File: config.mk
export PLATFORM = sky130hd
export DESIGN_NAME = mvbw_mul
export DESIGN_NICKNAME = d
export VERILOG_FILES = /design/src/rtl/mvbw_pkg.sv /design/src/rtl/mvbw_mul.sv
export SDC_FILE = /design/constraint.sdc
export NUM_CORES = 2
export LEC_CHECK = 0
export ABC_CLOCK_PERIOD_IN_PS = 15100
export BUFFER_PORTS_ARGS = -buffer_cell sky130_fd_sc_hd__buf_2
export CAP_MARGIN = 20
export CORE_AREA = 10 10 263 265
export CTS_BUF_LIST = sky130_fd_sc_hd__clkbuf_16
export DETAILED_ROUTE_END_ITERATION = 10
export DIE_AREA = 0 0 273 275
export PLACE_DENSITY_LB_ADDON = 0.1
export RECOVER_POWER = 50
export SYNTH_ARGS = -nofsm -noshare
export SYNTH_HDL_FRONTEND = slang
export SYNTH_SLANG_ARGS = --single-unit
File: constraint.sdc
create_clock -name i_clk -period 15.1 [get_ports i_clk]
set_clock_uncertainty 0.1 [all_clocks]
set_input_delay 0 -clock i_clk [delete_from_list [all_inputs] [get_ports i_clk]]
set_output_delay 0 -clock i_clk [all_outputs]
set_load 0.05 [all_outputs]
File: src/rtl/mvbw_pkg.sv
// Shared types, constants and helpers of the minimum-variance blend weight block.
package mvbw_pkg;

    localparam int PIXEL_BITS            = 16;
    localparam int VAL_W                 = 16;
    localparam int WGT_W                 = 20;
    localparam int RANGE_W               = 17;
    localparam int CFG_W                 = 20;
    localparam int MUL_W                 = 32;
    localparam int WEIGHT_STEPS_DEF      = 101;
    localparam int MAX_VOXELS_LOG2_DEF   = 24;
    localparam int Q_ONE                 = 65536;
    localparam int MIN_SPAN              = 6554;
    localparam logic signed [21:0] PIX_MAX = 22'sd65535 >>> (16 - PIXEL_BITS);

    typedef enum logic [1:0] {
        CFG_RANGE_LOW,
        CFG_RANGE_HIGH,
        CFG_WEIGHT_START,
        CFG_WEIGHT_END
    } t_cfg_idx;

    typedef enum logic {
        REQ_MEASURE,
        REQ_APPLY
    } t_req;

    typedef enum logic {
        KIND_BLEND,
        KIND_REPORT
    } t_kind;

    typedef enum logic [4:0] {
        ST_IDLE,
        ST_DIV,
        ST_MPROD,
        ST_MSQ,
        ST_MWR,
        ST_MEND,
        ST_SRD,
        ST_S0,
        ST_S1,
        ST_S2,
        ST_S3,
        ST_S4,
        ST_S5,
        ST_SCMP,
        ST_APROD,
        ST_ABLD,
        ST_EMIT
    } t_state;

    // trunc((b*65536 +/- p) / 65536), p = |a-b|*|w|
    function automatic logic signed [21:0] blend(input logic [VAL_W-1:0] b,
                                                 input logic [63:0] p,
                                                 input logic neg);
        logic signed [40:0] num;
        logic signed [40:0] term;
        logic [40:0]        mag;
        logic [24:0]        sh;
        term = $signed({1'b0, p[39:0]});
        num  = $signed({9'd0, b, 16'd0}) + (neg ? -term : term);
        mag  = num[40] ? 41'(-num) : 41'(num);
        sh   = mag[40:16];
        return num[40] ? 22'(-$signed({1'b0, sh})) : 22'(sh);
    endfunction

    function automatic logic signed [WGT_W-1:0] sat_weight(input logic signed [WGT_W-1:0] s,
                                                           input logic [20:0] q);
        logic signed [22:0] t;
        t = 23'(s) + $signed({2'b0, q});
        if (t > 23'sd524287) begin
            return 20'sd524287;
        end else if (t < -23'sd524288) begin
            return -20'sd524288;
        end
        return t[WGT_W-1:0];
    endfunction

endpackage

File: src/rtl/mvbw_mul.sv
// Shared 32x32 unsigned multiplier with registered product.
module mvbw_mul (
    input  logic                     i_clk,
    input  logic [mvbw_pkg::MUL_W-1:0] i_a,
    input  logic [mvbw_pkg::MUL_W-1:0] i_b,
    output logic [2*mvbw_pkg::MUL_W-1:0] o_p
);
    import mvbw_pkg::*;

    logic [2*MUL_W-1:0] r_p;

    always_ff @(posedge i_clk) begin
        r_p <= i_a * i_b;
    end

    assign o_p = r_p;
endmodule

== Word level (Yosys, flattened, before mapping) ==
Index checks and enable logic that the tools add are counted.

* Multiply operators: 1

{| class="wikitable"
|+ Operators by type and width
! operator !! count
|-
| $mul A32 B32 Y64 || 1
|}

* Register bits: 64
* Bits of input ports: 65
* Output and inout port bits: 64
* Logic and storage cells: 2

== Logic depth before layout (Yosys ltp) ==
* Depth after elaboration: 1
* Depth in mapped cells: 29
* Mapped depth without buffers: 27

== Worst setup path before layout ==
Ideal clock, no wire load.

* Kind: input to register
* Start: input port i_a[25] in the netlist's numbering
* End: register r_p[62] (netlist: o_p[62])
* Data arrival time: 6.681 ns
* Path slack: 8.247 ns
* Stages: 25
* Path through: clkbuf_1 nand2_1 fa_1 inv_1 fa_1 inv_1 fa_1 inv_1 fa_1 fa_1 fa_1 fa_1 inv_1 fa_1 inv_1 ha_1 buf_2 nand4_1 or4_1 or3_1 a31oi_1 a31o_2 a211oi_1 o21ai_1 xor2_1

* Longest elaborated chain between the ends: 1

{| class="wikitable"
|+ Ends and longest elaborated chain
! element !! line !! text
|-
| start, declared || mvbw_mul.sv:4 || <nowiki>input logic [mvbw_pkg::MUL_W-1:0] i_a,</nowiki>
|-
| $mul A32 B32 Y64 || mvbw_mul.sv:13 || <nowiki>r_p <= i_a * i_b;</nowiki>
|-
| end signal, assigned || mvbw_mul.sv:13 ||
|-
| end, declared || mvbw_mul.sv:10 || <nowiki>logic [2*MUL_W-1:0] r_p;</nowiki>
|}

No other way between the ends.

== Worst setup path in the final report ==
* Start: input port i_a[0] in the netlist's numbering
* End: register r_p[62] (netlist: o_p[62])

The elaborated chain is that of the path after synthesis.

==> qor.csv <==
metric;value;unit
status;finished, violations left;
failing checks;capacitance limit, slew limit;
DRC viols;0;
Worst-Margin Slew;1879;ps
initial drt markers;1512;
largest cells by area after synthesis;fa_1, and2_1, ha_1, inv_1, nand2_1;
Overflow after GRT;0;
CP required;15270;ps
Vias/cell;5.496;
die area;75080;µm²
CP max FO;32;
crit path launch;i_a[0];
Synth top cells by count;fa_1, inv_1, and2_1, nand2_1, ha_1;
max_slew headroom;-0.2526;
nets;4898;
# port buffers;128;
CORE AREA;63880;µm²
Max Slew Vio Count;33;
Setup violations, final;0;
Yosys Warn Count;0;
min Tclk post-route;8180;ps
Main synth FF type;dfxtp_1;
Clock Sinks;64;
top cell type by total area after synthesis;fa_1;
crit path to;o_p[62];
endpoints failing hold;0;
filler-free cell count of the finished design;4535;
vias in the first global route;28626;
Vias;24925;
num ports;129;
Worst Setup End Kind;register;
share of cells above drive strength 1;0.02854;
die height;275;µm
Clock Root Buffer;clkbuf_16;
number of synthesized flops with an enable pin;0;
area share of the largest cell type after synthesis;0.5173;
RePlAce Congestion;0.9000;
clock-pin slew on the worst setup and hold paths;60;ps
gr usage total;0.2687;
CTS tree;built;
setup_tns;0;ps
Yosys cell types;57;
total setup buffers inserted after CTS;0;
Hold Slack;164.4;ps
DRT Pass-1 Iters;6;
post-route ant nets;0;
largest net degree at the start of global routing;33;
synthesized net count;4972;
first-pass GRT wire length;156500;µm
hold bufs inserted after CTS;0;
Layout area overhead;3.471;%
max FFs per register;64;
critical path type;in -> reg;
final worst-path cycle share;0.5417;
DP HPWL;76940;µm
Longest Clk Path Bufs;2;
DR WL/cell;21.28;µm
Horiz. Die Dim;273;µm
Peak Freq;122.3;MHz
Syn Area/Cell;9.252;µm²
RSZ-0062 raised after global routing;false;
Seq/Total Area, Yosys;0.03695;
Placed Cells incl. Taps;4518;
routed wire length;96500;µm
initial antenna violation count;2;
initial core utilization;0.5428;
Synth Cell Area;34680;µm²
number of buffers created by CTS;9;
max cap viols;1;
CP arrival;8350;ps
Seq cells post-synth;64;
Worst Hold Class;in -> reg;
FILL cells;5854;
CP startpoint kind;input port;
Cells after Synth;3748;
Site Rows;93;
post-CTS resize count;0;
ys async rst share;0;
count leader, synth;fa_1;
H-Tree Level Count;3;
==> worst min-delay path by stage <==
stage | endpoint | slack, ps | startpoint | cells after the start
after floorplan | o_p[0] | 30 | i_b[0] | 1
after global placement | o_p[37] | 370 | o_p[37] | 1
after detailed placement | o_p[45] | 370 | o_p[45] | 1
after CTS | o_p[0] | 170 | i_b[0] | 3
after global routing | o_p[0] | 180 | i_b[0] | 3
final | o_p[0] | 160 | i_b[0] | 3
==> final cells by class <==
cell class	instances	area (µm²)	share of cell area
timing repair buffer	135	614.3	0.01712
clock inverter	7	125.1	0.003487
inverter	865	3247	0.09049
clock buffer	9	225.2	0.006277
tap	855	1070	0.02982
antenna	1	2.502	0.00006974
sequential	64	1281	0.03571
multi-input combinational	2599	29310	0.8170
==> worst max-delay path, cell delays in order <==
cell	delay, ps
clkbuf_1	1310
nand2_1	170
fa_1	530
fa_1	500
inv_1	50
fa_1	390
fa_1	620
fa_1	450
fa_1	520
fa_1	440
fa_1	480
ha_1	500
nand4_1	240
or4_1	460
or3_1	360
a31oi_1	580
a31o_2	290
a211oi_1	100
o21ai_1	170
xor2_1	170
==> logic make-up (layout without fill, tap and decap cells) <==
group / Yosys count / in the layout / synth area share
multiplexers: 1 / 1 / 0.0002887
flip-flops: 64 / 64 / 0.03695
buffers and inverters: 1085 / 1016 / 0.1177
XOR/XNOR: 60 / 60 / 0.01515
AND/OR/NAND/NOR: 1177 / 1177 / 0.1762
other: 0 / 1 / 0
adder cells (fa/ha/maj): 1159 / 1159 / 0.6122
AO/OA/AOI/OAI: 202 / 202 / 0.04153
==> metrics by stage <==
step	utilization	setup slack, ps	instance area [µm²]
after floorplan	-	8247	34680
after global placement	0.5574	7174	35610
after detailed placement	0.5574	7054	35610
after CTS	0.5628	7422	35960
after global routing	0.5616	6653	35880
final	0.5616	6920	35880
==> cells in the final DEF, fill, tap and decap left out, types with 14 or more instances in the layout <==
| cell | Yosys | layout |
|---|---|---|
| a21o_1 | 40 | 40 |
| a21oi_1 | 63 | 63 |
| and2_1 | 602 | 601 |
| and3_1 | 14 | 14 |
| buf_2 | 6 | 65 |
| clkbuf_1 | 213 | 63 |
| dfxtp_1 | 64 | 64 |
| fa_1 | 896 | 896 |
| ha_1 | 263 | 263 |
| inv_1 | 865 | 865 |
| nand2_1 | 480 | 480 |
| nand4_1 | 23 | 23 |
| nor2_1 | 20 | 20 |
| o21ai_0 | 21 | 21 |
| xnor2_1 | 35 | 35 |
| xor2_1 | 25 | 25 |
==> metal layers <==
layer,vias up,track usage,share of wire
li1,10701,-,-
met1,13172,0.3188,0.38
met2,843,0.4904,0.53
met3,209,0.02943,0.050
met4,0,0.1115,0.048
met5,-,0,0
Power is not shown: default switching activity piles up to over one toggle a cycle in this logic, so the estimate is an artifact.
