[src/rtl/mvbw_pkg.sv]
// Shared types, constants and helpers of the minimum-variance blend weight block.
package mvbw_pkg;

    localparam int PIXEL_BITS            = 16;
    localparam int VAL_W                 = 16;
    localparam int WGT_W                 = 20;
    localparam int RANGE_W               = 17;
    localparam int CFG_W                 = 20;
    localparam int MUL_W                 = 32;
    localparam int WEIGHT_STEPS_DEF      = 101;
    localparam int MAX_VOXELS_LOG2_DEF   = 24;
    localparam int Q_ONE                 = 65536;
    localparam int MIN_SPAN              = 6554;
    localparam logic signed [21:0] PIX_MAX = 22'sd65535 >>> (16 - PIXEL_BITS);

    typedef enum logic [1:0] {
        CFG_RANGE_LOW,
        CFG_RANGE_HIGH,
        CFG_WEIGHT_START,
        CFG_WEIGHT_END
    } t_cfg_idx;

    typedef enum logic {
        REQ_MEASURE,
        REQ_APPLY
    } t_req;

    typedef enum logic {
        KIND_BLEND,
        KIND_REPORT
    } t_kind;

    typedef enum logic [4:0] {
        ST_IDLE,
        ST_DIV,
        ST_MPROD,
        ST_MSQ,
        ST_MWR,
        ST_MEND,
        ST_SRD,
        ST_S0,
        ST_S1,
        ST_S2,
        ST_S3,
        ST_S4,
        ST_S5,
        ST_SCMP,
        ST_APROD,
        ST_ABLD,
        ST_EMIT
    } t_state;

    // trunc((b*65536 +/- p) / 65536), p = |a-b|*|w|
    function automatic logic signed [21:0] blend(input logic [VAL_W-1:0] b,
                                                 input logic [63:0] p,
                                                 input logic neg);
        logic signed [40:0] num;
        logic signed [40:0] term;
        logic [40:0]        mag;
        logic [24:0]        sh;
        term = $signed({1'b0, p[39:0]});
        num  = $signed({9'd0, b, 16'd0}) + (neg ? -term : term);
        mag  = num[40] ? 41'(-num) : 41'(num);
        sh   = mag[40:16];
        return num[40] ? 22'(-$signed({1'b0, sh})) : 22'(sh);
    endfunction

    function automatic logic signed [WGT_W-1:0] sat_weight(input logic signed [WGT_W-1:0] s,
                                                           input logic [20:0] q);
        logic signed [22:0] t;
        t = 23'(s) + $signed({2'b0, q});
        if (t > 23'sd524287) begin
            return 20'sd524287;
        end else if (t < -23'sd524288) begin
            return -20'sd524288;
        end
        return t[WGT_W-1:0];
    endfunction

endpackage

[src/rtl/mvbw_div.sv]
// Divider of the sweep span by the constant lane count minus one, by reciprocal multiplication.
module mvbw_div #(
    parameter int DIVISOR = mvbw_pkg::WEIGHT_STEPS_DEF - 1,
    parameter int REM_W   = $clog2(DIVISOR + 1)
) (
    input  logic                      i_clk,
    input  logic                      i_rst_n,
    input  logic                      i_start,
    input  logic [mvbw_pkg::WGT_W-1:0] i_span,
    output logic                      o_done,
    output logic [mvbw_pkg::WGT_W-1:0] o_quo,
    output logic [REM_W-1:0]          o_rem
);
    import mvbw_pkg::*;

    // floor(x/D) == (x*M) >> SH for every x below 2^WGT_W, with M = ceil(2^SH/D)
    localparam int SH    = WGT_W + $clog2(DIVISOR);
    localparam int RCP_W = WGT_W + 2;
    localparam logic [RCP_W-1:0] RECIP =
        RCP_W'(((64'd1 << SH) + 64'(DIVISOR) - 64'd1) / 64'(DIVISOR));
    localparam logic [WGT_W-1:0] D = WGT_W'(DIVISOR);

    logic                   r_st1, r_st2, r_done;
    logic [WGT_W-1:0]       r_x, r_quo;
    logic [REM_W-1:0]       r_rem;
    logic [WGT_W+RCP_W-1:0] prod;
    logic [WGT_W-1:0]       back;

    assign prod = {{RCP_W{1'b0}}, r_x} * {{WGT_W{1'b0}}, RECIP};
    assign back = r_quo * D;

    // start: latch span; then quotient; then remainder and done
    always_ff @(posedge i_clk) begin
        if (!i_rst_n) begin
            r_st1  <= 1'b0;
            r_st2  <= 1'b0;
            r_done <= 1'b0;
        end else begin
            r_st1  <= i_start;
            r_st2  <= r_st1;
            r_done <= r_st2;
        end
        if (i_start) begin
            r_x <= i_span;
        end
        if (r_st1) begin
            r_quo <= WGT_W'(prod >> SH);
        end
        if (r_st2) begin
            r_rem <= REM_W'(r_x - back);
        end
    end

    assign o_done = r_done;
    assign o_quo  = r_quo;
    assign o_rem  = r_rem;
endmodule

[config.mk]
export PLATFORM = sky130hd
export DESIGN_NAME = mvbw_div
export DESIGN_NICKNAME = d
export VERILOG_FILES = /design/src/rtl/mvbw_pkg.sv /design/src/rtl/mvbw_div.sv
export SDC_FILE = /design/constraint.sdc
export NUM_CORES = 1
export LEC_CHECK = 0
export CAP_MARGIN = 20
export CORE_ASPECT_RATIO = 1.1
export CORE_MARGIN = 2
export CORE_UTILIZATION = 60
export CTS_CLUSTER_DIAMETER = 80
export DETAILED_ROUTE_END_ITERATION = 7
export DONT_BUFFER_PORTS = 1
export PLACE_DENSITY = 0.76
export SKIP_CTS_REPAIR_TIMING = 1
export SYNTH_ARGS = -nofsm -noshare
export SYNTH_HDL_FRONTEND = slang
export SYNTH_SLANG_ARGS = --single-unit
[constraint.sdc]
create_clock -name i_clk -period 7.6 [get_ports i_clk]
set_input_delay 1.9 -clock i_clk [delete_from_list [all_inputs] [get_ports i_clk]]
set_output_delay 1.9 -clock i_clk [all_outputs]
set_load 0.005 [all_outputs]
======== Word level (Yosys, flattened, before mapping) ========
Cells that the tools add are included.
word-level totals
  register bits ........................... 44
  input bits .............................. 23
  output and inout port bits .............. 28
  logic and storage cells ................. 9
cells by class
  $add $sub $neg .......................... 1
  multiply operators ...................... 2
operators by type and width
  operator                  number
  $mul A20 B20 Y40 const B  1
  $mul A14 B5 Y5 const B    1
  $sub A7 B7 Y7             1

======== Depth between registers and ports, before layout ========
  word-level depth ........................ 2
  gate-level depth with buffers ........... 22
  depth with buffers taken out ............ 21

======== Least setup slack after synthesis ========
No wires, ideal clock.
  path kind ............................... register to register
  start ................................... register r_x[9]
  end ..................................... register r_quo[10] (netlist: o_quo[10]) (data pin)
  setup time .............................. 0.266 ns
  arrival time ............................ 5.672 ns
  data required time ...................... 7.334 ns
  path slack .............................. 1.662 ns
  cell stages (with the launch flop) ...... 20
  path buffers ............................ 0
  clock period less this slack ............ 5.938 ns
  cells stage by stage .................... edfxtp_1 -> ha_1 -> inv_1 -> fa_1 -> fa_1 -> inv_1 -> fa_1 -> fa_1 -> fa_1 -> inv_1 -> fa_1 -> inv_1 -> ha_1 -> a21oi_2 -> o21ai_0 -> a221oi_1 -> o221ai_2 -> a21boi_2 -> nor3_1 -> or3b_1
between the ends
  cells in the longest elaborated chain, start to end .. 1
ends and longest elaborated chain
  what                    RTL line        source
  from (decl)             mvbw_div.sv:24  logic [WGT_W-1:0] r_x, r_quo;
  from (signal assigned)  mvbw_div.sv:44  r_x <= i_span;
  $mul A20 B20 Y40        mvbw_div.sv:29  assign prod = {{RCP_W{1'b0}}, r_x} * {{WGT_W{1'b0}}, RECIP};
  via prod[37]            mvbw_div.sv:26  logic [WGT_W+RCP_W-1:0] prod;
  to (signal assigned)    mvbw_div.sv:47  r_quo <= WGT_W'(prod >> SH);
  to (decl)               mvbw_div.sv:24
The timed path passes the listed nets, and every way through them passes these cells.
A chain may end at the register's enable or synchronous reset.

======== Worst setup path after layout ========
  start ................................... register r_x[6]
  end ..................................... register r_quo[10] (netlist: o_quo[10]) (data pin)
Same word-level chain as after synthesis.

==> flow_summary.ini <==
[synth]
synthesis.area_um2 = 9220
ys_types = 52
synth.ff_latch_count = 44
yosysWarnings = 0
synth.avg_cell_area_um2 = 10.6
dominantRegCellSynth = edfxtp_1
synth_edf_count = 41
yosysSeqAreaShare_pct = 14.0
async_flop_share_pct = 0
synth_cells = 870

[clock_network]
clockBufferDepth = 2
cts.reportedPaths.clkPinSlew_ns = 0.08
numCtsBuffers = 5
clock-sinks = 44
clk-insertion-delay-late_ns = 0.31
htreeDepth = 2
cts_tree = done
cts_root_buf = clkbuf_16

[setup_path]
slowest_delay_ns = 0.66
cp_max_fo = 8
r2r_start = r_x[6]
crit_type = register to register
critPathSlowestCell = edfxtp_1
startpoint_type = register
arrival_ns = 6.57
crit_path_start = r_x[6]
path_cells = inv_1 > fa_1 > inv_1 > ha_1 > inv_1 > fa_1 > inv_1 > fa_1 > fa_1 > fa_1 > inv_1 > fa_1 > inv_1 > ha_1 > a21oi_2 > o21ai_0 > a221oi_1 > o221ai_2 > a21boi_2 > nor3_1 > or3b_1
crit_required_ns = 7.65
worstSetupEndpointType = register

[timing]
rsz0062_at_grt = false
relSlewSlack_pct = 56.0
report.final.slew_viol_count = 0
finalCriticalPeriod_ns = 6.52
clock_skew_ns = 0.0123
hold_viol = 0
finalSetupViolCount = 0
fin_tns_setup_ns = 0
fmax_mhz = 153
period_share_pct = 85.8
worstMarginPinSlew_ns = 0.660

[hold_path]
hold_class = register to register
hold_start = r_st2

[global_routing]
antenna_found_initial = 1
grt_usage_pct = 26.5
gr-total-overflow = 0
grt_max_degree = 22
grt_pass1_wl_mm = 32.2
grt_pass1_vias = 6451

[placement]
place.gp.congestion = 0.914
port_buffers = 0
hpwl_mm = 17.1
place_area_um2 = 9440

[finish]
multi_input_comb_area_um2 = 6820
final_cell_area_um2 = 9620
final_common_cell = inv_1
num-nets-final = 1269
drive_above_1_share_pct = 2.28
seq_area_um2 = 1290
nFillCells = 1236
syn_to_final_growth_pct = 4.29
final_cell_mix = inv_1, ha_1, fa_1

[detailed_routing]
first_pass_iters = 4
drc = 0
vias_per_cell = 5.41
drt_iter0_markers = 306
vias = 5812
drtAntennaViolNets = 0
drt-total-wl_mm = 19.4
wl_per_cell_um = 18.0

[outcome]
status = finished clean

[floorplanning]
die_x_um = 122
io_pins = 51
chipHeight_um = 134
start_util_pct = 61.3
rows = 47
core_area_um2 = 15100
die_area_um2 = 16400

[job]
maxCapViolations = 0
## metal layers
metal,GRT usage [%],wire [um]
met2,47.0,10100
met3,4.80,904
met4,9.00,721
met5,0,0
met1,32.2,7670
## synthesized netlist by cell type, types with 2 or more instances
library cell / instances / share of area (%)
inv_1: 287 / 12
ha_1: 226 / 31
fa_1: 145 / 31
edfxtp_1: 41 / 13
a21oi_1: 22 / 1.2
a21o_1: 18 / 1.5
nand2_1: 16 / 0.65
xnor2_1: 15 / 1.4
o21ai_0: 9 / 0.49
buf_4: 6 / 0.49
nor2_1: 6 / 0.24
and2_1: 5 / 0.34
nand3_1: 5 / 0.27
nand4_1: 5 / 0.34
xor2_1: 5 / 0.47
a31oi_1: 4 / 0.27
and3_1: 4 / 0.27
a211oi_1: 3 / 0.24
dfxtp_1: 3 / 0.65
o2111ai_1: 3 / 0.28
o211ai_1: 3 / 0.24
o21bai_1: 3 / 0.24
a221oi_1: 2 / 0.19
clkbuf_1: 2 / 0.081
nor3_1: 2 / 0.11
o21a_1: 2 / 0.16
o221ai_1: 2 / 0.19
or2_2: 2 / 0.14
## logic make-up after synthesis
| logic type | count (synthesis) | share of synthesized area (%) |
|---|---|---|
| other | 1 | 0.0407 |
| adder cells (fa/ha/maj) | 371 | 62.1 |
| flip-flops | 44 | 14.0 |
| AO/OA/AOI/OAI | 85 | 6.55 |
| AND/OR/NAND/NOR | 54 | 3.11 |
| XOR/XNOR | 20 | 1.90 |
| buffers and inverters | 295 | 12.3 |
## metrics by stage
stage	utilization [%]	hold WS, ns	std cells	setup slack (ns)
finish	63.9	0.625	1074	1.08
global route	63.8	0.649	1072	0.766
CTS	63.8	0.615	1072	1.06
detailed placement	62.7	0.622	1064	1.07
global placement	62.7	0.610	1064	1.19
floorplan	-	0.551	875	1.66
## final timing paths
path	to	slack [ns]	cells after the start
max	o_quo[10]	1.08	21
min	o_rem[2]	0.62	0
max reg2reg	o_quo[10]	1.08	21
min reg2reg	o_rem[2]	0.62	0
## worst max-delay path: cells and delay by family (launching register included)
family                   cells  cell delay [ns]
flip-flops                   1             0.66
AND/OR/NAND/NOR              2             0.42
buffers and inverters        6             0.52
adder cells (fa/ha/maj)      8             3.58
AO/OA/AOI/OAI                5             1.08
## area by class of cell
type | count | share of cell area, %
Inverter | 287 | 11.2
Sequential cell | 44 | 13.4
Clock buffer | 5 | 1.30
Tap cell | 196 | 2.55
Timing Repair Buffer | 1 | 0.0781
Multi-Input combinational cell | 536 | 70.9
Clock inverter | 3 | 0.481
Antenna cell | 2 | 0.0520
## state kept, by name, indices dropped and copies added (netlist names)
register	count
r_x	20
o_done	1
r_st1	1
r_st2	1
o_rem	7
o_quo	14
Power is not shown: default switching activity piles up to over one toggle a cycle in this logic, so the estimate is an artifact.
